## config.mk

```make
export PLATFORM = sky130hd
export DESIGN_NAME = bresenham_line_pixel_generator
export DESIGN_NICKNAME = d
export VERILOG_FILES = /design/src/hdl/blpg_pkg.sv /design/src/hdl/blpg_datapath.sv /design/src/hdl/blpg_ctrl.sv /design/src/hdl/bresenham_line_pixel_generator.sv
export SDC_FILE = /design/constraint.sdc
export NUM_CORES = 1
export LEC_CHECK = 0
export BUFFER_PORTS_ARGS = -buffer_cell sky130_fd_sc_hd__buf_2
export CORE_MARGIN = 2
export CORE_UTILIZATION = 50
export CTS_CLUSTER_SIZE = 30
export DETAILED_ROUTE_END_ITERATION = 10
export PLACE_DENSITY = 0.82
export SLEW_MARGIN = 20
export SYNTH_ARGS = -nofsm -noshare
export SYNTH_HDL_FRONTEND = slang
export SYNTH_SLANG_ARGS = --single-unit
export TNS_END_PERCENT = 50
```

## constraint.sdc

```tcl
create_clock -name clk -period 3.1 [get_ports clk]
set_input_delay 0 -clock clk [delete_from_list [all_inputs] [get_ports clk]]
set_output_delay 0 -clock clk [all_outputs]
set_load 0.01 [all_outputs]
```

## src/hdl/blpg_pkg.sv

```systemverilog
`default_nettype none

package blpg_pkg;

	localparam int COORD_BITS_DEF = 6;

	typedef enum logic {
		ST_IDLE,
		ST_RUN
	} state_t;

	// controller -> datapath
	typedef struct packed {
		logic load;
		logic step;
	} dp_cmd_t;

	// datapath -> controller
	typedef struct packed {
		logic last;
	} dp_status_t;

endpackage

`default_nettype wire

```

## src/hdl/blpg_datapath.sv

```systemverilog
`default_nettype none

module blpg_datapath
	import blpg_pkg::*;
#(
	parameter int COORD_BITS = COORD_BITS_DEF
) (
	input  wire logic                  clk,
	input  wire logic                  arst_n,
	input  wire dp_cmd_t               cmd,
	output dp_status_t                 status,
	input  wire logic [COORD_BITS-1:0] x_start,
	input  wire logic [COORD_BITS-1:0] y_start,
	input  wire logic [COORD_BITS-1:0] x_end,
	input  wire logic [COORD_BITS-1:0] y_end,
	output logic      [COORD_BITS-1:0] pixel_x,
	output logic      [COORD_BITS-1:0] pixel_y
);

	localparam int CB = COORD_BITS;
	localparam int DW = COORD_BITS + 3;

	logic [CB-1:0] cur_x_q, cur_y_q, tgt_x_q, tgt_y_q;
	logic [CB-1:0] abs_dx_q, abs_dy_q;
	logic          neg_x_q, neg_y_q, y_major_q;
	logic signed [DW-1:0] decision_q;

	// request setup
	logic signed [CB:0]   dx, dy;
	logic [CB-1:0]        adx, ady, ld_major, ld_minor;
	logic                 ld_y_major;
	logic signed [DW-1:0] p_init;

	always_comb begin
		dx = $signed({1'b0, x_end}) - $signed({1'b0, x_start});
		dy = $signed({1'b0, y_end}) - $signed({1'b0, y_start});
		adx = dx[CB] ? CB'(-dx) : dx[CB-1:0];
		ady = dy[CB] ? CB'(-dy) : dy[CB-1:0];
		ld_y_major = ady > adx;
		ld_major = ld_y_major ? ady : adx;
		ld_minor = ld_y_major ? adx : ady;
		p_init = $signed({2'b00, ld_minor, 1'b0}) - $signed({3'b000, ld_major});
	end

	// stepping
	logic [CB-1:0]        major, minor;
	logic                 minor_step;
	logic signed [DW-1:0] p_next;
	logic [CB-1:0]        inc_x, inc_y;
	logic                 step_x, step_y;

	always_comb begin
		major = y_major_q ? abs_dy_q : abs_dx_q;
		minor = y_major_q ? abs_dx_q : abs_dy_q;
		minor_step = !decision_q[DW-1];
		if (minor_step) begin
			p_next = decision_q + $signed({2'b00, minor, 1'b0})
				- $signed({2'b00, major, 1'b0});
		end else begin
			p_next = decision_q + $signed({2'b00, minor, 1'b0});
		end
		step_x = y_major_q ? minor_step : 1'b1;
		step_y = y_major_q ? 1'b1 : minor_step;
		inc_x = {{(CB-1){neg_x_q}}, 1'b1};
		inc_y = {{(CB-1){neg_y_q}}, 1'b1};
		status.last = y_major_q ? (cur_y_q == tgt_y_q) : (cur_x_q == tgt_x_q);
		pixel_x = status.last ? tgt_x_q : cur_x_q;
		pixel_y = status.last ? tgt_y_q : cur_y_q;
	end

	always_ff @(posedge clk or negedge arst_n) begin
		if (!arst_n) begin
			cur_x_q <= '0;
			cur_y_q <= '0;
			tgt_x_q <= '0;
			tgt_y_q <= '0;
			abs_dx_q <= '0;
			abs_dy_q <= '0;
			neg_x_q <= 1'b0;
			neg_y_q <= 1'b0;
			y_major_q <= 1'b0;
			decision_q <= '0;
		end else if (cmd.load) begin
			cur_x_q <= x_start;
			cur_y_q <= y_start;
			tgt_x_q <= x_end;
			tgt_y_q <= y_end;
			abs_dx_q <= adx;
			abs_dy_q <= ady;
			neg_x_q <= dx[CB];
			neg_y_q <= dy[CB];
			y_major_q <= ld_y_major;
			decision_q <= p_init;
		end else if (cmd.step) begin
			decision_q <= p_next;
			if (step_x) begin
				cur_x_q <= cur_x_q + inc_x;
			end
			if (step_y) begin
				cur_y_q <= cur_y_q + inc_y;
			end
		end
	end

endmodule

`default_nettype wire

```

## src/hdl/blpg_ctrl.sv

```systemverilog
`default_nettype none

module blpg_ctrl
	import blpg_pkg::*;
(
	input  wire logic       clk,
	input  wire logic       arst_n,
	input  wire logic       start,
	input  wire dp_status_t status,
	output dp_cmd_t         cmd,
	output logic            busy,
	output logic            pixel_valid,
	output logic            last_pixel
);

	state_t state_q, state_d;

	always_ff @(posedge clk or negedge arst_n) begin
		if (!arst_n) begin
			state_q <= ST_IDLE;
		end else begin
			state_q <= state_d;
		end
	end

	always_comb begin
		state_d = state_q;
		cmd.load = 1'b0;
		cmd.step = 1'b0;
		busy = 1'b0;
		pixel_valid = 1'b0;
		last_pixel = 1'b0;
		case (state_q)
			ST_IDLE: begin
				if (start) begin
					cmd.load = 1'b1;
					state_d = ST_RUN;
				end
			end
			ST_RUN: begin
				busy = 1'b1;
				pixel_valid = 1'b1;
				cmd.step = 1'b1;
				last_pixel = status.last;
				if (status.last) begin
					state_d = ST_IDLE;
				end
			end
			default: begin
				state_d = ST_IDLE;
			end
		endcase
	end

endmodule

`default_nettype wire

```

## src/hdl/bresenham_line_pixel_generator.sv

```systemverilog
`default_nettype none

// Bresenham line pixel generator. A request (x_start, y_start, x_end, y_end) is
// taken at a rising edge where start is high and busy is low. From that edge on
// busy is high and the block emits one pixel per cycle on pixel_x/pixel_y with
// pixel_valid high, max(|dx|, |dy|) + 1 pixels in all, the end pixel marked by
// last_pixel. Each pixel is on the ports for a single cycle; the receiver cannot
// stall it and must take every transfer. busy drops after the last pixel, and no
// new request is taken before then; the length of a request is set by the
// single-step major-axis walk in the datapath. Ties between |dx| and |dy| step
// along x.

module bresenham_line_pixel_generator
	import blpg_pkg::*;
#(
	parameter int COORD_BITS = COORD_BITS_DEF
) (
	input  wire logic                  clk,
	input  wire logic                  arst_n,
	input  wire logic                  start,
	output logic                       busy,
	input  wire logic [COORD_BITS-1:0] x_start,
	input  wire logic [COORD_BITS-1:0] y_start,
	input  wire logic [COORD_BITS-1:0] x_end,
	input  wire logic [COORD_BITS-1:0] y_end,
	output logic                       pixel_valid,
	output logic      [COORD_BITS-1:0] pixel_x,
	output logic      [COORD_BITS-1:0] pixel_y,
	output logic                       last_pixel
);

	dp_cmd_t    cmd;
	dp_status_t status;

	blpg_ctrl u_ctrl (
		.clk         (clk),
		.arst_n      (arst_n),
		.start       (start),
		.status      (status),
		.cmd         (cmd),
		.busy        (busy),
		.pixel_valid (pixel_valid),
		.last_pixel  (last_pixel)
	);

	blpg_datapath #(
		.COORD_BITS (COORD_BITS)
	) u_datapath (
		.clk     (clk),
		.arst_n  (arst_n),
		.cmd     (cmd),
		.status  (status),
		.x_start (x_start),
		.y_start (y_start),
		.x_end   (x_end),
		.y_end   (y_end),
		.pixel_x (pixel_x),
		.pixel_y (pixel_y)
	);

endmodule

`default_nettype wire
```

==> results.md <==
* Mapped Area at 4403 um^2
* Drt total wl at 15.96 mm
* RSZ-0062 raised after global routing: true
* Grt met1 use at 34.08%
* Routing usage on met3 at 3.937%
* Worst R2R End: u_datapath.decision_q[7]
* Drc violations at 0
* First-pass GRT wire length at 22.67 mm
* Initial antenna violation count at 0
* Post-synth EDFFs at 0
* Fin Clk Skew at 0.02150 ns
* Max cap viols at 0
* Post-layout min period at 4.509 ns
* Crit path kind: primary input to register
* Crit Reg-Reg Startpoint: u_datapath.y_major_q
* Final hold slack at 0.01229 ns
* Clock Latency Late Sink at 0.32 ns
* Initial core utilization at 50.99%
* Chip Width at 97.84 um
* DRT antenna net count at 0
* Placed cell count at 750
* Final count of pins violating max slew at 0
* Post-synth top area share at 27.28%
* GRT overflow at 0
* Die Area at 9573 um^2
* Violated checks: negative setup slack
* FF-to-FF path depth at 15
* Library cells used by synthesis at 51
* Die Y at 97.84 um
* Tot GR Track Use at 28.70%
* Routed vias/inst at 6.165
* Crit path DAT at 4.74 ns
* Post-detail-place hpwl at 9.149 mm
* Largest net degree at the start of global routing at 49
* Post-synthesis sequential area ratio at 27.28%
* Clock Root Buffer: clkbuf_8
* Crit-path max cell delay at 0.44 ns
* Crit. End Element: register
* Vias at 4895
* Setup TNS at -9.148 ns
* Fmax at 221.8 MHz
* Hold Path Stages at 4
* Final setup viols at 8
* I/O pin count at 42
* H-Tree Depth at 2
* Fill cell count at 535
* Ys async rst share at 100.0%
* Initial DRC count at 395
* Crit path required time at 3.33 ns
* Mapped Cells at 532
* Worst Min Path Start: x_start[0]
* Drt first pass iters at 6
* IO Port Bufs at 41
* Vias in the first global route at 4906
* Layout cells sized above 1 at 37.03%
* Final Hold Viols at 0
* GRT busiest layer: met2
* Most used cell, CP: a21oi_2
* CTS tree: done
* Synth Warn # at 0
* Antenna Cells at 0
* Area leader, netlist: dfrtp_1
* Rel. slew slack at 41.75%
* CORE AREA at 8636 um^2
* Non-Filler Instances at 794
* Fin worst setup slack at -1.409 ns
* CTS Sinks at 48
* Crit-path max FO at 6
* Slew @ Worst Pin at 0.8738 ns
* Top area cells in the synthesized netlist: dfrtp_1 (27%), ha_1 (13%), nand2_1 (6.6%), xor2_1 (5.2%), o21ai_0 (4.9%)
* Post-Syn Nets at 610
* Num CTS Buffers at 5
* Final Wtd Congestion at 0.8867
* Outcome: complete, but fails checks
* Top FF cell, synth: dfrtp_1
* Average routed wire per standard cell at 20.10 um
* Global Route met2 Usage at 52.00%
* Worst-path clk slew at 0.10 ns
* CP startpoint kind: primary input
* Crit share post-route at 145.4%
* Mean Syn Cell Area at 8.276 um^2
* Fin nets at 763
* CP max-delay cell: fa_2
* Area delta synth->final at 41.46%
* Hold crit path type: primary input to register
* Site Rows at 34
* CTS Buffer Depth at 2
* Hold path endpoint: u_datapath.cur_x_q[0]
* Reg2Reg Setup Slack at -0.35 ns
* Yosys reg bits at 48
==> critical path, delay by kind of cell <==
kind | cells | cell delay, ns
AO/OA/AOI/OAI | 10 | 1.36
XOR/XNOR | 1 | 0.15
adder cells (fa/ha/maj) | 5 | 1.58
buffers and inverters | 6 | 0.55
multiplexers | 1 | 0.20
AND/OR/NAND/NOR | 7 | 0.87
==> registers in the layout, summed over array words and instances (netlist names) <==
signal and flops:
u_datapath.y_major_q 1, u_datapath.neg_y_q 1, u_datapath.tgt_x_q 6, u_datapath.decision_q 8, u_datapath.cur_y_q 6, u_ctrl.state_q 1, u_datapath.tgt_y_q 6, u_datapath.abs_dy_q 6
u_datapath.cur_x_q 6, u_datapath.abs_dx_q 6, u_datapath.neg_x_q 1
==> cells by family (layout without fill, tap and decap cells) <==
family	count (synthesis)	after routing	synth area share (%)
AND/OR/NAND/NOR	155	155	15.20
AO/OA/AOI/OAI	135	135	18.78
buffers and inverters	65	218	5.797
adder cells (fa/ha/maj)	52	53	15.94
flip-flops	48	48	27.28
XOR/XNOR	47	47	9.520
multiplexers	30	30	7.474
==> synth_stat cells (14+ instances only) <==
| library cell | n |
|---|---|
| dfrtp_1 | 48 |
| inv_1 | 44 |
| nand2_1 | 77 |
| xnor2_1 | 20 |
| clkbuf_1 | 16 |
| xor2_1 | 26 |
| o21ai_0 | 43 |
| mux2_2 | 19 |
| a21o_1 | 14 |
| ha_1 | 44 |
| a21oi_1 | 41 |
| nor2_1 | 41 |
==> layer usage <==
| layer | vias to the layer above | share of wire [%] |
|---|---|---|
| li1 | 2120 | - |
| met1 | 2341 | 36 |
| met2 | 333 | 51 |
| met3 | 101 | 7.3 |
| met4 | 0 | 6.0 |
| met5 | - | 0 |
==> final cells by class <==
type	instances	area, um^2	area share, %
clock buffers	6	82.58	1.326
clock inverters	2	38.79	0.6227
inverters	44	177.7	2.853
multi-input cells	420	3396	54.52
flip-flops and latches	48	1201	19.28
well taps	108	135.1	2.170
repair buffers	166	1197	19.22
==> per-stage QoR <==
| step | util [%] | cell area, um^2 | worst slack [ns] |
|---|---|---|---|
| 3_3_place_gp | 63.52 | 5485 | -1.242 |
| 6_report | 72.12 | 6228 | -1.409 |
| 4_1_cts | 68.82 | 5943 | -1.152 |
| 2_1_floorplan | - | 4578 | -0.9501 |
| 3_5_place_dp | 63.52 | 5485 | -1.532 |
| 5_1_grt | 72.12 | 6228 | -1.606 |
==> cells in the final DEF (no fill, tap or decap), drive strengths merged, types with 3 or more instances in the layout <==
cell type and count:
xnor2 20, nand2 77, fa 7, mux2 20, clkbuf 6, nor2b 9
nand2b 4, o21a 3, a21oi 42, xor2 27, dfrtp 48, ha 44
nand4 3, a211oi 7, a31oi 6, inv 44, o21ai 44, nor2 41
nand3 6, dlygate4sd3 12, mux2i 10, nor3 4, buf 154, a21o 14
nor4 4
==> worst max path at each step <==
stage                        start                        to  slack [ns]  cells past startpoint
final                     y_end[0]  u_datapath.decision_q[6]       -1.41                     30
after global routing      y_end[0]  u_datapath.decision_q[6]       -1.61                     30
after CTS                 y_end[0]  u_datapath.decision_q[6]       -1.15                     28
after detailed placement  y_end[0]  u_datapath.decision_q[5]       -1.53                     23
after global placement    y_end[0]  u_datapath.decision_q[5]       -1.24                     24
after floorplan           y_end[0]  u_datapath.decision_q[6]       -0.95                     29
==> what timing repair did <==
item                                   in CTS  in global routing
resized for setup                          15                 47
gates cloned                                1                  0
setup endpoints to repair                   8                  8
setup buffers                              17                  6
pin swaps                                  17                 33
endpoints found under the hold margin      59                  0
hold buffers                               12                  0
Power is left out: the tool's default activity adds up to more than one toggle a clock period on the data nets, which glitch-free logic cannot reach.
